--- src/crcld_pkg.sv ---
// types and constants of the serial crc long division block
package crcld_pkg;

    localparam int unsigned REM_W  = 32;
    localparam int unsigned KLEN_W = 6;
    localparam int unsigned CIDX_W = 2;
    localparam int unsigned Q_DEPTH = 4;
    localparam int unsigned QPTR_W  = 2;
    localparam int unsigned QCNT_W  = 3;

    localparam logic [KLEN_W-1:0] KLEN_RESET = 6'd4;
    localparam logic [REM_W-1:0]  GEN_RESET  = 32'd5;
    localparam logic              MODE_RESET = 1'b0;

    localparam logic [CIDX_W-1:0] CFG_KEY_LENGTH    = 2'd0;
    localparam logic [CIDX_W-1:0] CFG_GENERATOR_LOW = 2'd1;
    localparam logic [CIDX_W-1:0] CFG_MODE          = 2'd2;

    localparam logic MODE_GENERATE = 1'b0;
    localparam logic MODE_CHECK    = 1'b1;

    localparam logic KIND_QUOTIENT  = 1'b0;
    localparam logic KIND_REMAINDER = 1'b1;

    typedef struct packed {
        logic data_bit;
        logic final_bit;
    } t_in_word;

    typedef struct packed {
        logic             kind;
        logic             quotient_bit;
        logic [REM_W-1:0] remainder;
        logic             error_found;
        logic             run_end;
    } t_out_word;

    typedef struct packed {
        logic [KLEN_W-1:0] key_length;
        logic [REM_W-1:0]  generator_low;
        logic              mode;
    } t_cfg;

    typedef struct packed {
        logic     valid;
        t_in_word word;
    } t_q_head;

endpackage

--- src/crcld_front.sv ---
// input side: accepts words into a short queue ahead of the division engine
module crcld_front import crcld_pkg::*; (
    input  logic     i_clk,
    input  logic     i_rst_n,
    input  logic     i_in_valid,
    output logic     o_in_stall,
    input  t_in_word i_in_word,
    output t_q_head  o_head,
    input  logic     i_pop
);

    t_in_word            r_mem [Q_DEPTH];
    logic [QPTR_W-1:0]   r_wr_ptr, n_wr_ptr;
    logic [QPTR_W-1:0]   r_rd_ptr, n_rd_ptr;
    logic [QCNT_W-1:0]   r_count, n_count;
    logic                push;
    logic                pop;

    assign o_in_stall   = (r_count == QCNT_W'(Q_DEPTH));
    assign push         = i_in_valid && !o_in_stall;
    assign pop          = i_pop && (r_count != '0);
    assign o_head.valid = (r_count != '0);
    assign o_head.word  = r_mem[r_rd_ptr];

    always_comb begin
        n_wr_ptr = push ? r_wr_ptr + QPTR_W'(1) : r_wr_ptr;
        n_rd_ptr = pop ? r_rd_ptr + QPTR_W'(1) : r_rd_ptr;
        n_count  = r_count + QCNT_W'(push) - QCNT_W'(pop);
    end

    always_ff @(posedge i_clk) begin
        if (!i_rst_n) begin
            r_wr_ptr <= '0;
            r_rd_ptr <= '0;
            r_count  <= '0;
        end else begin
            r_wr_ptr <= n_wr_ptr;
            r_rd_ptr <= n_rd_ptr;
            r_count  <= n_count;
        end
    end

    always_ff @(posedge i_clk) begin
        if (push) begin
            r_mem[r_wr_ptr] <= i_in_word;
        end
    end

endmodule

--- src/crcld_back.sv ---
// division engine: shift-xor step, zero flush and output register
module crcld_back import crcld_pkg::*; (
    input  logic      i_clk,
    input  logic      i_rst_n,
    input  t_cfg      i_cfg,
    input  t_q_head   i_head,
    output logic      o_pop,
    output logic      o_out_valid,
    input  logic      i_out_stall,
    output t_out_word o_out_word
);

    typedef enum logic [1:0] {
        PH_RUN   = 2'b01,
        PH_FLUSH = 2'b10
    } t_phase;

    t_phase             r_phase, n_phase;
    logic [REM_W-1:0]   r_rem, n_rem;
    logic [KLEN_W-1:0]  r_taken, n_taken;
    logic [KLEN_W-1:0]  r_cnt, n_cnt;
    logic               r_out_valid, n_out_valid;
    t_out_word          r_out, n_out;

    logic [KLEN_W-1:0]  rbits;
    logic [REM_W-1:0]   mask;
    logic               full;
    logic               q;
    logic               sh_bit;
    logic [REM_W-1:0]   shifted;
    logic               out_free;

    // saturated remainder width 1..32
    always_comb begin
        priority if (i_cfg.key_length < KLEN_W'(2)) begin
            rbits = KLEN_W'(1);
        end else if (i_cfg.key_length > KLEN_W'(33)) begin
            rbits = KLEN_W'(32);
        end else begin
            rbits = i_cfg.key_length - KLEN_W'(1);
        end
    end

    assign mask     = {REM_W{1'b1}} >> (KLEN_W'(REM_W) - rbits);
    assign full     = (r_taken >= rbits);
    assign q        = r_rem[5'(rbits - KLEN_W'(1))];
    assign sh_bit   = (r_phase == PH_RUN) ? i_head.word.data_bit : 1'b0;
    assign out_free = !r_out_valid || !i_out_stall;

    always_comb begin
        shifted = {r_rem[REM_W-2:0], sh_bit} & mask;
        if (full && q) begin
            shifted = shifted ^ (i_cfg.generator_low & mask);
        end
    end

    always_comb begin
        n_phase     = r_phase;
        n_rem       = r_rem;
        n_taken     = r_taken;
        n_cnt       = r_cnt;
        n_out       = r_out;
        n_out_valid = r_out_valid && i_out_stall;
        o_pop       = 1'b0;
        unique case (r_phase)
            PH_RUN: begin
                if (i_head.valid && out_free) begin
                    o_pop = 1'b1;
                    n_rem = shifted;
                    if (!full) begin
                        n_taken = r_taken + KLEN_W'(1);
                    end else begin
                        n_out              = '0;
                        n_out.kind         = KIND_QUOTIENT;
                        n_out.quotient_bit = q;
                        n_out.run_end      = !i_head.word.final_bit;
                        n_out_valid        = 1'b1;
                    end
                    if (i_head.word.final_bit) begin
                        n_phase = PH_FLUSH;
                        n_cnt   = (i_cfg.mode == MODE_CHECK) ? '0 : rbits;
                    end
                end
            end
            PH_FLUSH: begin
                if (out_free) begin
                    if (r_cnt != '0) begin
                        n_cnt = r_cnt - KLEN_W'(1);
                        n_rem = shifted;
                        if (!full) begin
                            n_taken = r_taken + KLEN_W'(1);
                        end else begin
                            n_out              = '0;
                            n_out.kind         = KIND_QUOTIENT;
                            n_out.quotient_bit = q;
                            n_out_valid        = 1'b1;
                        end
                    end else begin
                        n_out             = '0;
                        n_out.kind        = KIND_REMAINDER;
                        n_out.remainder   = r_rem;
                        n_out.error_found = (i_cfg.mode == MODE_CHECK) && (r_rem != '0);
                        n_out.run_end     = 1'b1;
                        n_out_valid       = 1'b1;
                        n_rem             = '0;
                        n_taken           = '0;
                        n_phase           = PH_RUN;
                    end
                end
            end
            default: begin
                n_phase = PH_RUN;
            end
        endcase
    end

    always_ff @(posedge i_clk) begin
        if (!i_rst_n) begin
            r_phase     <= PH_RUN;
            r_rem       <= '0;
            r_taken     <= '0;
            r_cnt       <= '0;
            r_out_valid <= 1'b0;
        end else begin
            r_phase     <= n_phase;
            r_rem       <= n_rem;
            r_taken     <= n_taken;
            r_cnt       <= n_cnt;
            r_out_valid <= n_out_valid;
        end
    end

    always_ff @(posedge i_clk) begin
        r_out <= n_out;
    end

    assign o_out_valid = r_out_valid;
    assign o_out_word  = r_out;

endmodule

--- src/crc_long_division_serial.sv ---
// top level of the bit-serial crc long division block
//
//  port group   direction  word         handshake
//  i_in_*       in         t_in_word    i_in_valid / o_in_stall
//  o_out_*      out        t_out_word   o_out_valid / i_out_stall
//  i_cfg_*      in         32-bit data  i_cfg_we, index i_cfg_idx
//
// one input word per cycle while no final bit is seen and the output is not
// stalled; a four-deep queue decouples input from the engine
// a final word is followed by one zero shift per remainder bit (generate mode
// only) and then the remainder word, all through one shift-xor unit
// synchronous active-low reset clears queue, engine state and output valid
// an output stall holds the output register and pauses the engine
module crc_long_division_serial import crcld_pkg::*; (
    input  logic              i_clk,
    input  logic              i_rst_n,
    input  logic              i_in_valid,
    output logic              o_in_stall,
    input  t_in_word          i_in_word,
    output logic              o_out_valid,
    input  logic              i_out_stall,
    output t_out_word         o_out_word,
    input  logic              i_cfg_we,
    input  logic [CIDX_W-1:0] i_cfg_idx,
    input  logic [REM_W-1:0]  i_cfg_data
);

    t_cfg    r_cfg;
    t_q_head head;
    logic    pop;

    always_ff @(posedge i_clk) begin
        if (!i_rst_n) begin
            r_cfg.key_length    <= KLEN_RESET;
            r_cfg.generator_low <= GEN_RESET;
            r_cfg.mode          <= MODE_RESET;
        end else if (i_cfg_we) begin
            unique case (i_cfg_idx)
                CFG_KEY_LENGTH:    r_cfg.key_length    <= i_cfg_data[KLEN_W-1:0];
                CFG_GENERATOR_LOW: r_cfg.generator_low <= i_cfg_data;
                CFG_MODE:          r_cfg.mode          <= i_cfg_data[0];
                default: begin
                end
            endcase
        end
    end

    crcld_front u_front (
        .i_clk      (i_clk),
        .i_rst_n    (i_rst_n),
        .i_in_valid (i_in_valid),
        .o_in_stall (o_in_stall),
        .i_in_word  (i_in_word),
        .o_head     (head),
        .i_pop      (pop)
    );

    crcld_back u_back (
        .i_clk       (i_clk),
        .i_rst_n     (i_rst_n),
        .i_cfg       (r_cfg),
        .i_head      (head),
        .o_pop       (pop),
        .o_out_valid (o_out_valid),
        .i_out_stall (i_out_stall),
        .o_out_word  (o_out_word)
    );

endmodule

--- config.mk ---
export PLATFORM = sky130hd
export DESIGN_NAME = crc_long_division_serial
export DESIGN_NICKNAME = d
export VERILOG_FILES = /design/src/crcld_pkg.sv /design/src/crcld_front.sv /design/src/crcld_back.sv /design/src/crc_long_division_serial.sv
export SDC_FILE = /design/constraint.sdc
export NUM_CORES = 1
export LEC_CHECK = 0
export ABC_AREA = 1
export BUFFER_PORTS_ARGS = -buffer_cell sky130_fd_sc_hd__buf_2
export CORE_MARGIN = 10
export CORE_UTILIZATION = 50
export DETAILED_ROUTE_END_ITERATION = 8
export PLACE_DENSITY = 0.7
export SYNTH_ARGS = -nofsm -noshare
export SYNTH_HDL_FRONTEND = slang
export SYNTH_SLANG_ARGS = --single-unit
--- constraint.sdc ---
create_clock -name i_clk -period 5.9 [get_ports i_clk]
set_clock_uncertainty 0.1 [all_clocks]
set_input_delay 1.18 -clock i_clk [delete_from_list [all_inputs] [get_ports i_clk]]
set_output_delay 1.18 -clock i_clk [all_outputs]
set_load 0.05 [all_outputs]
==> summary.md, run 1 <==
| Metric | Value |
|---|---|
| WS Path Type | reg -> reg |
| Global route total overflow | 0 |
| Core ar. | ~15,000 µm² |
| Final Slew Violations | 0 |
| Initial antenna violation count | 0 |
| PD cells | 464.2 nW/µm² |
| MaxCap Viol Count | 0 |
| PortBufs | 78 |
| CTS Buf Count | 17 |
| Mux cell area share after synthesis | 0% |
| Final hold violations | 0 |
| Synth area leader | dfxtp_1 |
| First-pass DRT Iterations | 7 |
| Routability cong. | 0.9506 |
| Share of the synthesized area in the top cell type | 25.39% |
| CP required | 6.10 ns |
| Worst Path Buf+Inv | 3 |
| Syn Nets | 1,088 |
| Post-synthesis xor/xnor area fraction | 0.8017% |
| First DRT Iteration DRCs | between 700 and 800 |
| Setup TNS Final | 0 ns |
| Post-DR vias/cell | ~5.6 |
| Adder-cell share of the synthesized area | slightly above 4% |
| Mean Syn Cell Area | 7.323 µm² |
| Routed Antenna Nets | 0 |
| Slew HR | 21.44% |
| Register area | between 3000 and 4000 µm² |
| Mapped cell area | 7491 µm² |
| TritonCTS sink count | around 140 |
| Synth Area in Simple Gates | between 30% and 40% |
| CTS clk-pin slew, worst paths | roughly 0.060 ns |
| Setup Slack @ Placement | 1.724 ns |
| ANT cells | 0 |
| Cts repair resizes | 0 |
| Design Area, Final | 8459 µm² |
| Startpoint Class | flip-flop |
| Worst path cell trace | inv_1 > ha_1 > inv_1 > nor2_1 > nand2_1 > nand3_2 > nand2_4 > nand2_4 > ha_1 > clkinv_1 > nand3_1 > nand3_1 > nand3_1 > nand3b_1 > nand2_2 > nand4_1 > nand3_1 > a21oi_1 |
| Multi-input logic area | around 3600 µm² |
| CTS root buf | clkbuf_16 |
| Maximum vdd ir drop | ~0.21 mV |
| Die X | 142.4 µm |
| Mapped Cells | around 1,000 |
| Die H | 142.4 µm |
| Hold WS | around 0.36 ns |
| IO Count | between 70 and 80 |
| CP delay by family, top | simple AND/OR/NAND/NOR gates |
| FP Rows | 44 |
| Sequential-to-total area share from yosys stat | 43.03% |
| # fillers | 1,372 |
| Critical path arrival | 4.56 ns |
| Post-synthesis compound-gate area fraction | 10.99% |
| Clk Latency, worst-skew pair | 0.42 ns |
| Status | completed |
| Commonest non-fill, non-tap cell in the layout | nand2_1 |
| Primary FF master, synth | dfxtp_1 |
| Fraction of layout cells with a size suffix above 1 | about an eighth |
| P_leak | 3.487 nW |
| Post-DP HPWL | 14,070 µm |
| Hold buffers post-CTS | 0 |
| Ranking of synthesized cells by area | dfxtp_1 (25%), edfxtp_1 (18%), nand3_1 (9.6%) |
| GRT Resource Usage Total | about a fifth |
| Worst-margin pin slew | 1.176 ns |
| CP dominant cell by count | nand3_1 |
| Post-synth EDFFs | 44 |
| H-tree depth | 4 |
| CTS max path bufs | 2 |
| Post-route DRC | 0 |
| RSZ-0062 raised after global routing | no |
| Largest net degree at the start of global routing | 67 |
| Synth warnings | 0 |
| CP Max Fanout | 64 |
| Final period utilization | between 70% and 80% |
| Final Net Count | about 1,100 |
| Vias in the first global route | 6,416 |
| Synth-to-layout area growth | 12.93% |
| Vias post-DR | ~7,000 |
| Commonest non-fill, non-tap cells in the layout | nand2_1 (181), nand3_1 (143), inv_1 (116) |
| First-pass GRT wire length | approximately 32,000 µm |
| Synth unique cells | 43 |
| Drt wl/cell | 15.75 µm |
| Achievable Freq | 0.2291 GHz |
| #FFs+latches synth | approximately 140 |
| Initial Util | roughly 51% |
| Final WS setup | between 1.5 and 2 ns |
| CP Capture Type | flip-flop |
| Total power | 3.927 mW |
| Postcts setup bufs | 0 |
| Main combinational cell family by area after synthesis | simple AND/OR/NAND/NOR gates |
| Die area | 20,280 µm² |
| CTS tree | done |
| Max incr delay on CP | 0.86 ns |
| Final Setup Violations | 0 |
| Ys async rst share | 0% |
| Final Critical Period | 4.365 ns |
| Hold WC Path Type | reg -> reg |
| Max stage delay cell, worst path | nand2_2 |
| Final Routed Wirelength | 20,060 µm |
| Placed inst area | between 7000 and 8000 µm² |
==> state kept, by name, summed over array words and instances, names as in the netlist, named ones only <==
signal              cells
r_cfg                  39
u_back.o_out_word      36
u_back.r_rem           32
u_front.r_mem           8
u_back.r_cnt            6
u_back.r_taken          6
u_front.r_count         3
u_back.r_phase          2
u_front.r_rd_ptr        2
u_front.r_wr_ptr        2
u_back.o_out_valid      1
==> logic make-up after synthesis <==
logic type      Yosys count
compound gates          157
simple gates            522
buf+inv                 175
fa+ha+maj                24
flops                   139
xor+xnor                  6
==> layer usage <==
layer / global-route usage, % / vias to the layer above / wire length, µm
met3: 6.008 / 29 / 2054
li1: - / 3530 / -
met1: 27.67 / 3238 / 9402
met2: 27.71 / 305 / 8264
met5: 0 / - / 0
met4: 7.082 / 0 / 342
==> Yosys cell counts, types with 5 or more instances <==
library cell	instances
a21oi_1	82
edfxtp_1	44
nor2_1	114
buf_4	5
dfxtp_1	95
buf_2	9
xor2_1	5
inv_1	116
clkbuf_1	31
ha_1	23
nand3_1	144
o21ai_0	56
nand2_1	181
nand4_1	41
clkinv_1	5
nor3_1	16
==> final timing paths <==
| path | cells after the start | to | slack (ns) | from |
|---|---|---|---|---|
| max | 18 | u_back.r_rem[24] | 1.53 | r_cfg[33] |
| min | 2 | r_cfg[14] | 0.36 | r_cfg[14] |
| max reg2reg | 18 | u_back.r_rem[24] | 1.53 | r_cfg[33] |
| min reg2reg | 2 | r_cfg[14] | 0.36 | r_cfg[14] |
==> layout make-up <==
type,instances,share of cell area [%]
clock buffer,22,5.369
clock inverter,10,0.8135
tap,184,2.721
multi-input combinational,709,42.21
inverter,126,5.635
timing repair buffer,84,5.147
sequential,139,38.10
==> worst min-delay path: stages (launching register included) <==
cell and delay [ns]:
dfxtp_1 0.29, inv_1 0.06, a21oi_1 0.05
==> per-stage QoR <==
stage	util, %	instances
floorplan	-	1023
global placement	54.40	1242
detailed placement	54.40	1242
CTS	57.98	1274
global route	57.98	1274
finish	57.98	1274
==> where the power goes <==
| part | switching (mW) | internal [mW] |
|---|---|---|
| Combinational | 1.30 | 0.349 |
| Clock | 0.408 | 0.548 |
| Sequential | 0.0851 | 1.24 |
(Power assumes the default switching activity.)
==> run 2, diff against run 1 <==
- clock period: 5.9 -> 4.3 ns (I/O delays scaled with it)
==> summary.md, run 2 (synthesized netlist as in run 1, its figures left out) <==
| Metric | Value |
|---|---|
| Initial Util | 51.35% (unchanged) |
| Vias in the first global route | 6,485 (+1.1%) |
| Post-DR vias/cell | 5.585 (+0.19%) |
| Hold buffers post-CTS | 0 (unchanged) |
| First-pass DRT Iterations | 6 (-1) |
| Worst-margin pin slew | 0.8277 ns (-0.3481 ns) |
| CP required | 4.55 ns (-1.55 ns) |
| Final Setup Violations | 0 (unchanged) |
| Final hold violations | 0 (unchanged) |
| Vias post-DR | 7,149 (+0.66%) |
| Reg power frac | 31.7% (-2.1 points) |
| Reg2reg start | r_cfg[33] |
| Final WS setup | 0.3640 ns (-1.171 ns) |
| CP startpoint | r_cfg[33] |
| WS Path Type | reg -> reg |
| Final period utilization | 91.53% (+18 points) |
| Final Slew Violations | 0 (unchanged) |
| CTS max path bufs | 2 (unchanged) |
| TritonCTS sink count | 139 (unchanged) |
| Hold WC Path Type | reg -> reg |
| Routability cong. | 0.9492 (-0.15%) |
| Status | completed |
| Setup Slack @ Placement | 0.3069 ns (-1.417 ns) |
| Final Routed Wirelength | 20,120 µm (+0.30%) |
| Clk Latency, worst-skew pair | 0.43 ns (about the same) |
| Commonest non-fill, non-tap cell in the layout | nand2_1 |
| CTS root buf | clkbuf_16 |
| First DRT Iteration DRCs | 735 (-1.2%) |
| PD cells | 660.4 nW/µm² (+42%) |
| Final Net Count | 1,148 (+0.53%) |
| Core ar. | 14,590 µm² (unchanged) |
| FP Rows | 44 (unchanged) |
| Logic pwr share | 40.3% (-1.6 points) |
| Critical path arrival | 4.19 ns (-0.37 ns) |
| Die H | 142.4 µm (unchanged) |
| P_leak | 3.567 nW (+2.3%) |
| IO Count | 79 (unchanged) |
| Global route total overflow | 0 (unchanged) |
| Slew HR | 44.82% (+23 points) |
| Initial antenna violation count | 0 (unchanged) |
| Register area | 3223 µm² (unchanged) |
| Routed Antenna Nets | 0 (unchanged) |
| ANT cells | 0 (unchanged) |
| H-tree depth | 4 (unchanged) |
| P_int | 3.247 mW (+52%) |
| Hold_sp | r_cfg[15] |
| Net switching power | 2.451 mW (+37%) |
| Synth-to-layout area growth | 15.18% |
| Clock Power Share | 28.0% (+3.7 points) |
| Drt wl/cell | 15.72 µm (-0.17%) |
| Biggest register | r_cfg |
| Multi-input logic area | 3576 µm² (+0.14%) |
| CTS tree | done |
| Post-DP HPWL | 14,360 µm (+2.1%) |
| Startpoint Class | flip-flop |
| Post-route DRC | 0 (unchanged) |
| CP Max Fanout | 28 (-56%) |
| MaxCap Viol Count | 0 (unchanged) |
| PortBufs | 78 (unchanged) |
| Fraction of layout cells with a size suffix above 1 | 12.96% (+0.48 points) |
| Setup TNS Final | 0 ns (unchanged) |
| Max reg flops | 39 (unchanged) |
| Final Critical Period | 3.936 ns (-0.4291 ns) |
| Maximum vdd ir drop | 0.2894 mV (+35%) |
| RSZ-0062 raised after global routing | no |
| GRT Resource Usage Total | 20.02% (+0.34 points) |
| Achievable Freq | 0.2541 GHz (+11%) |
| CTS Buf Count | 17 (unchanged) |
| # fillers | 1,379 (+0.51%) |
| Die X | 142.4 µm (unchanged) |
| Sw Ratio | 43.01% (-2.5 points) |
| First-pass GRT wire length | 32,970 µm (+1.6%) |
| Die area | 20,280 µm² (unchanged) |
| Commonest non-fill, non-tap cells in the layout | nand2_1 (181), nand3_1 (143), inv_1 (116) |
| Largest net degree at the start of global routing | 65 (-3.0%) |
| CTS clk-pin slew, worst paths | 0.06 ns (about the same) |
| CP Capture Type | flip-flop |
[run 2: metal layers]
metal	vias up	part of all wire (%)	track usage (%)
met1	3310	47	28.45
met5	-	0	0
met3	30	8.9	4.740
met4	0	1.5	6.177
met2	265	42	29.29
li1	3544	-	-
[run 2: cell type report]
type	instances	share of cell area [%]
Multi-Input combinational cell	709	41.44
Clock inverter	12	2.262
Tap cell	184	2.668
Timing Repair Buffer	90	5.568
Sequential cell	139	37.35
Inverter	126	5.525
Clock buffer	20	5.177
[run 2: path summary, 6_finish.rpt]
check | end | slack [ns] | cells after the start
max | u_back.r_rem[4] | 0.36 | 20
min | r_cfg[15] | 0.36 | 2
max reg2reg | u_back.r_rem[4] | 0.36 | 20
min reg2reg | r_cfg[15] | 0.36 | 2
[run 2: critical path, cell delays in order, from the launching register on]
cell and delay, ns:
dfxtp_1 0.33, inv_1 0.10, ha_1 0.25, inv_1 0.06, nor2_1 0.03, nand2_1 0.09
nand3_2 0.14, nand2_4 0.23, nand2_4 0.20, ha_1 0.55, clkinv_1 0.33, nand3_1 0.17
nand3_1 0.08, nand3_1 0.09, nand3_1 0.15, nand2_4 0.29, buf_4 0.27, nand3_1 0.09
nand2_1 0.09, nand3_1 0.06, a21oi_1 0.14
[run 2: through the flow]
stage	instances	util [%]	hold slack, ns	total power, mW	instance area, µm²
global route	1280	59.14	0.3894	6.027	8628
CTS	1280	59.11	0.3638	5.719	8623
floorplan	1023	-	0.3300	3.584	7495
finish	1280	59.14	0.3599	5.698	8628
detailed placement	1248	54.71	0.3544	4.121	7981
global placement	1248	54.71	0.3477	4.093	7981
[run 2: power by group through the flow]
stage	Combinational (mW)	Sequential, mW	Clock (mW)
detailed placement	2.29	1.83	0
global route	2.52	1.84	1.67
finish	2.29	1.81	1.60
CTS	2.30	1.81	1.61
floorplan	1.13	2.46	0
global placement	2.26	1.83	0
[run 2: what timing repair did]
action / CTS / global route
setup buffers: 0 / 0
gates resized for setup: 0 / 1
setup endpoints to repair: 0 / 18
==> run 3, diff against run 2 <==
- CORE_MARGIN: 10 -> 4
- PLACE_DENSITY: 0.7 -> 0.79
==> summary.md, run 3 (synthesized netlist as in run 1, its figures left out) <==
| Metric | Value |
|---|---|
| Status | completed |
| Fin cells | 1,278 (-0.16%) |
| Reg2Reg Depth | 20 (unchanged) |
| Initial Util | 51.35% (unchanged) |
| Achievable Freq | 0.2548 GHz (+0.28%) |
| FP Rows | 44 (unchanged) |
| Maximum vdd ir drop | 0.2906 mV (+0.44%) |
| Final Slew Violations | 0 (unchanged) |
| Die H | 130.4 µm (-8.4%) |
| RSZ-0062 raised after global routing | no |
| Final Setup Violations | 0 (unchanged) |
| CTS clk-pin slew, worst paths | 0.06 ns (about the same) |
| Global route total overflow | 0 (unchanged) |
| Fraction of layout cells with a size suffix above 1 | 13.07% (+0.12 points) |
| First DRT Iteration DRCs | 774 (+5.3%) |
| Hold buffers post-CTS | 0 (unchanged) |
| Placed cells | 1,246 (-0.16%) |
| Commonest non-fill, non-tap cell in the layout | nand2_1 |
| P_leak | 3.533 nW (-0.96%) |
| PortBufs | 78 (unchanged) |
| Highest routing layer actually used | met4 |
| Final Net Count | 1,146 (-0.17%) |
| Routed Antenna Nets | 0 (unchanged) |
| CP Max Fanout | 32 (+14%) |
| Post-DP HPWL | 13,630 µm (-5.1%) |
| CP required | 4.56 ns (about the same) |
| GRT Resource Usage Total | 23.02% (+3.0 points) |
| CP Capture Type | flip-flop |
| Biggest register | r_cfg |
| First-pass GRT wire length | 30,750 µm (-6.7%) |
| Synth-to-layout area growth | 14.26% |
| ANT cells | 0 (unchanged) |
| Post-DR vias/cell | 5.574 (-0.21%) |
| Cts repair resizes | 0 (unchanged) |
| TritonCTS sink count | 139 (unchanged) |
| Routability cong. | 0.9648 (+1.6%) |
| Min-Delay Path Depth | 2 (unchanged) |
| Commonest non-fill, non-tap cells in the layout | nand2_1 (181), nand3_1 (143), inv_1 (116) |
| Final period utilization | 91.28% (-0.25 points) |
| MaxCap Viol Count | 0 (unchanged) |
| Critical path arrival | 4.18 ns (about the same) |
| Register area | 3223 µm² (unchanged) |
| Core ar. | 14,590 µm² (unchanged) |
| Met2 wire length | 8001 µm (-5.8%) |
| Postcts setup bufs | 0 (unchanged) |
| Post-route DRC | 0 (unchanged) |
| Clk Latency, worst-skew pair | 0.43 ns (about the same) |
| CTS root buf | clkbuf_16 |
| IO Count | 79 (unchanged) |
| Total power | 5.512 mW (-3.3%) |
| Slew HR | 46.17% (+1.4 points) |
| # fillers | 1,342 (-2.7%) |
| Vias in the first global route | 6,093 (-6.0%) |
| CTS tree | done |
| Setup TNS Final | 0 ns (unchanged) |
| H-tree depth | 4 (unchanged) |
| WS Path Type | reg -> reg |
| Die area | 17,000 µm² (-16%) |
| M1 WL | 8812 µm (-7.5%) |
| Met3 WL post-DR | 2060 µm (+15%) |
| Die X | 130.4 µm (-8.4%) |
| CTS max path bufs | 2 (unchanged) |
| Startpoint Class | flip-flop |
| Max reg flops | 39 (unchanged) |
| Worst-margin pin slew | 0.8054 ns (-0.02225 ns) |
| PD cells | 644.0 nW/µm² (-2.5%) |
| Final hold violations | 0 (unchanged) |
| CTS Buf Count | 17 (unchanged) |
| Multi-input logic area | 3576 µm² (unchanged) |
| Drt wl/cell | 15.19 µm (-3.4%) |
| Initial antenna violation count | 0 (unchanged) |
| Largest net degree at the start of global routing | 65 (unchanged) |
| Hold WC Path Type | reg -> reg |
| Vias post-DR | 7,123 (-0.36%) |
| Final Critical Period | 3.925 ns (-0.01088 ns) |
| First-pass DRT Iterations | 6 (unchanged) |
| Final Routed Wirelength | 19,410 µm (-3.5%) |
[run 3: changes by cell type in the layout (fill, tap and decap cells not counted), moves of 2 or more]
| cell | delta |
|---|---|
| clkinv_1 | -2 |
| inv_6 | +2 |
| clkbuf_16 | +2 |
| buf_4 | -3 |
| bufinv_16 | -5 |
[run 3: per-stage QoR]
step / setup WS [ns] / instance area, µm² / utilization (%) / hold slack (ns)
final: 0.3749 / 8559 / 58.67 / 0.3624
after global routing: 0.02359 / 8559 / 58.67 / 0.3843
after CTS: 0.3873 / 8554 / 58.64 / 0.3627
after detailed placement: 0.4109 / 7979 / 54.69 / 0.3527
after global placement: 0.5666 / 7979 / 54.69 / 0.3447
after floorplan: 0.4616 / 7495 / - / 0.3300
[run 3: final timing paths]
kind	startpoint	endpoint	slack, ns
worst max-delay path	r_cfg[33]	u_back.r_rem[13]	0.37
worst min-delay path	r_cfg[14]	r_cfg[14]	0.36
worst max register to register	r_cfg[33]	u_back.r_rem[13]	0.37
worst min register to register	r_cfg[14]	r_cfg[14]	0.36
[run 3: where the power goes]
group / leakage, nW / total (mW) / internal [mW] / switching (mW)
logic: 2.06 / 2.29 / 0.516 / 1.78
registers: 1.20 / 1.81 / 1.70 / 0.112
clock network: 0.277 / 1.41 / 0.825 / 0.582
[run 3: routing by layer]
| layer | track usage, % | vias to the layer above |
|---|---|---|
| met5 | 0 | - |
| met4 | 9.135 | 0 |
| met3 | 3.780 | 40 |
| met2 | 32.50 | 329 |
| met1 | 35.08 | 3215 |
| li1 | - | 3539 |
[run 3: cell type report]
type,count,share of cell area (%)
multi-input combinational,709,41.78
sequential,139,37.66
clock buffer,21,5.759
timing repair buffer,88,5.584
inverter,126,5.569
tap,184,2.690
clock inverter,11,0.9648
[run 3: critical path, stage by stage (launching register included)]
cell	delay [ns]
dfxtp_1	0.34
inv_1	0.11
ha_1	0.25
inv_1	0.06
nor2_1	0.03
nand2_1	0.09
nand3_2	0.15
nand2_4	0.24
nand2_4	0.20
ha_1	0.55
clkinv_1	0.34
nand3_1	0.18
nand3_1	0.08
nand3_1	0.07
nand3_1	0.17
nand2_4	0.27
buf_12	0.22
nand3_1	0.09
nand2_1	0.10
nand3_1	0.06
a21oi_1	0.13
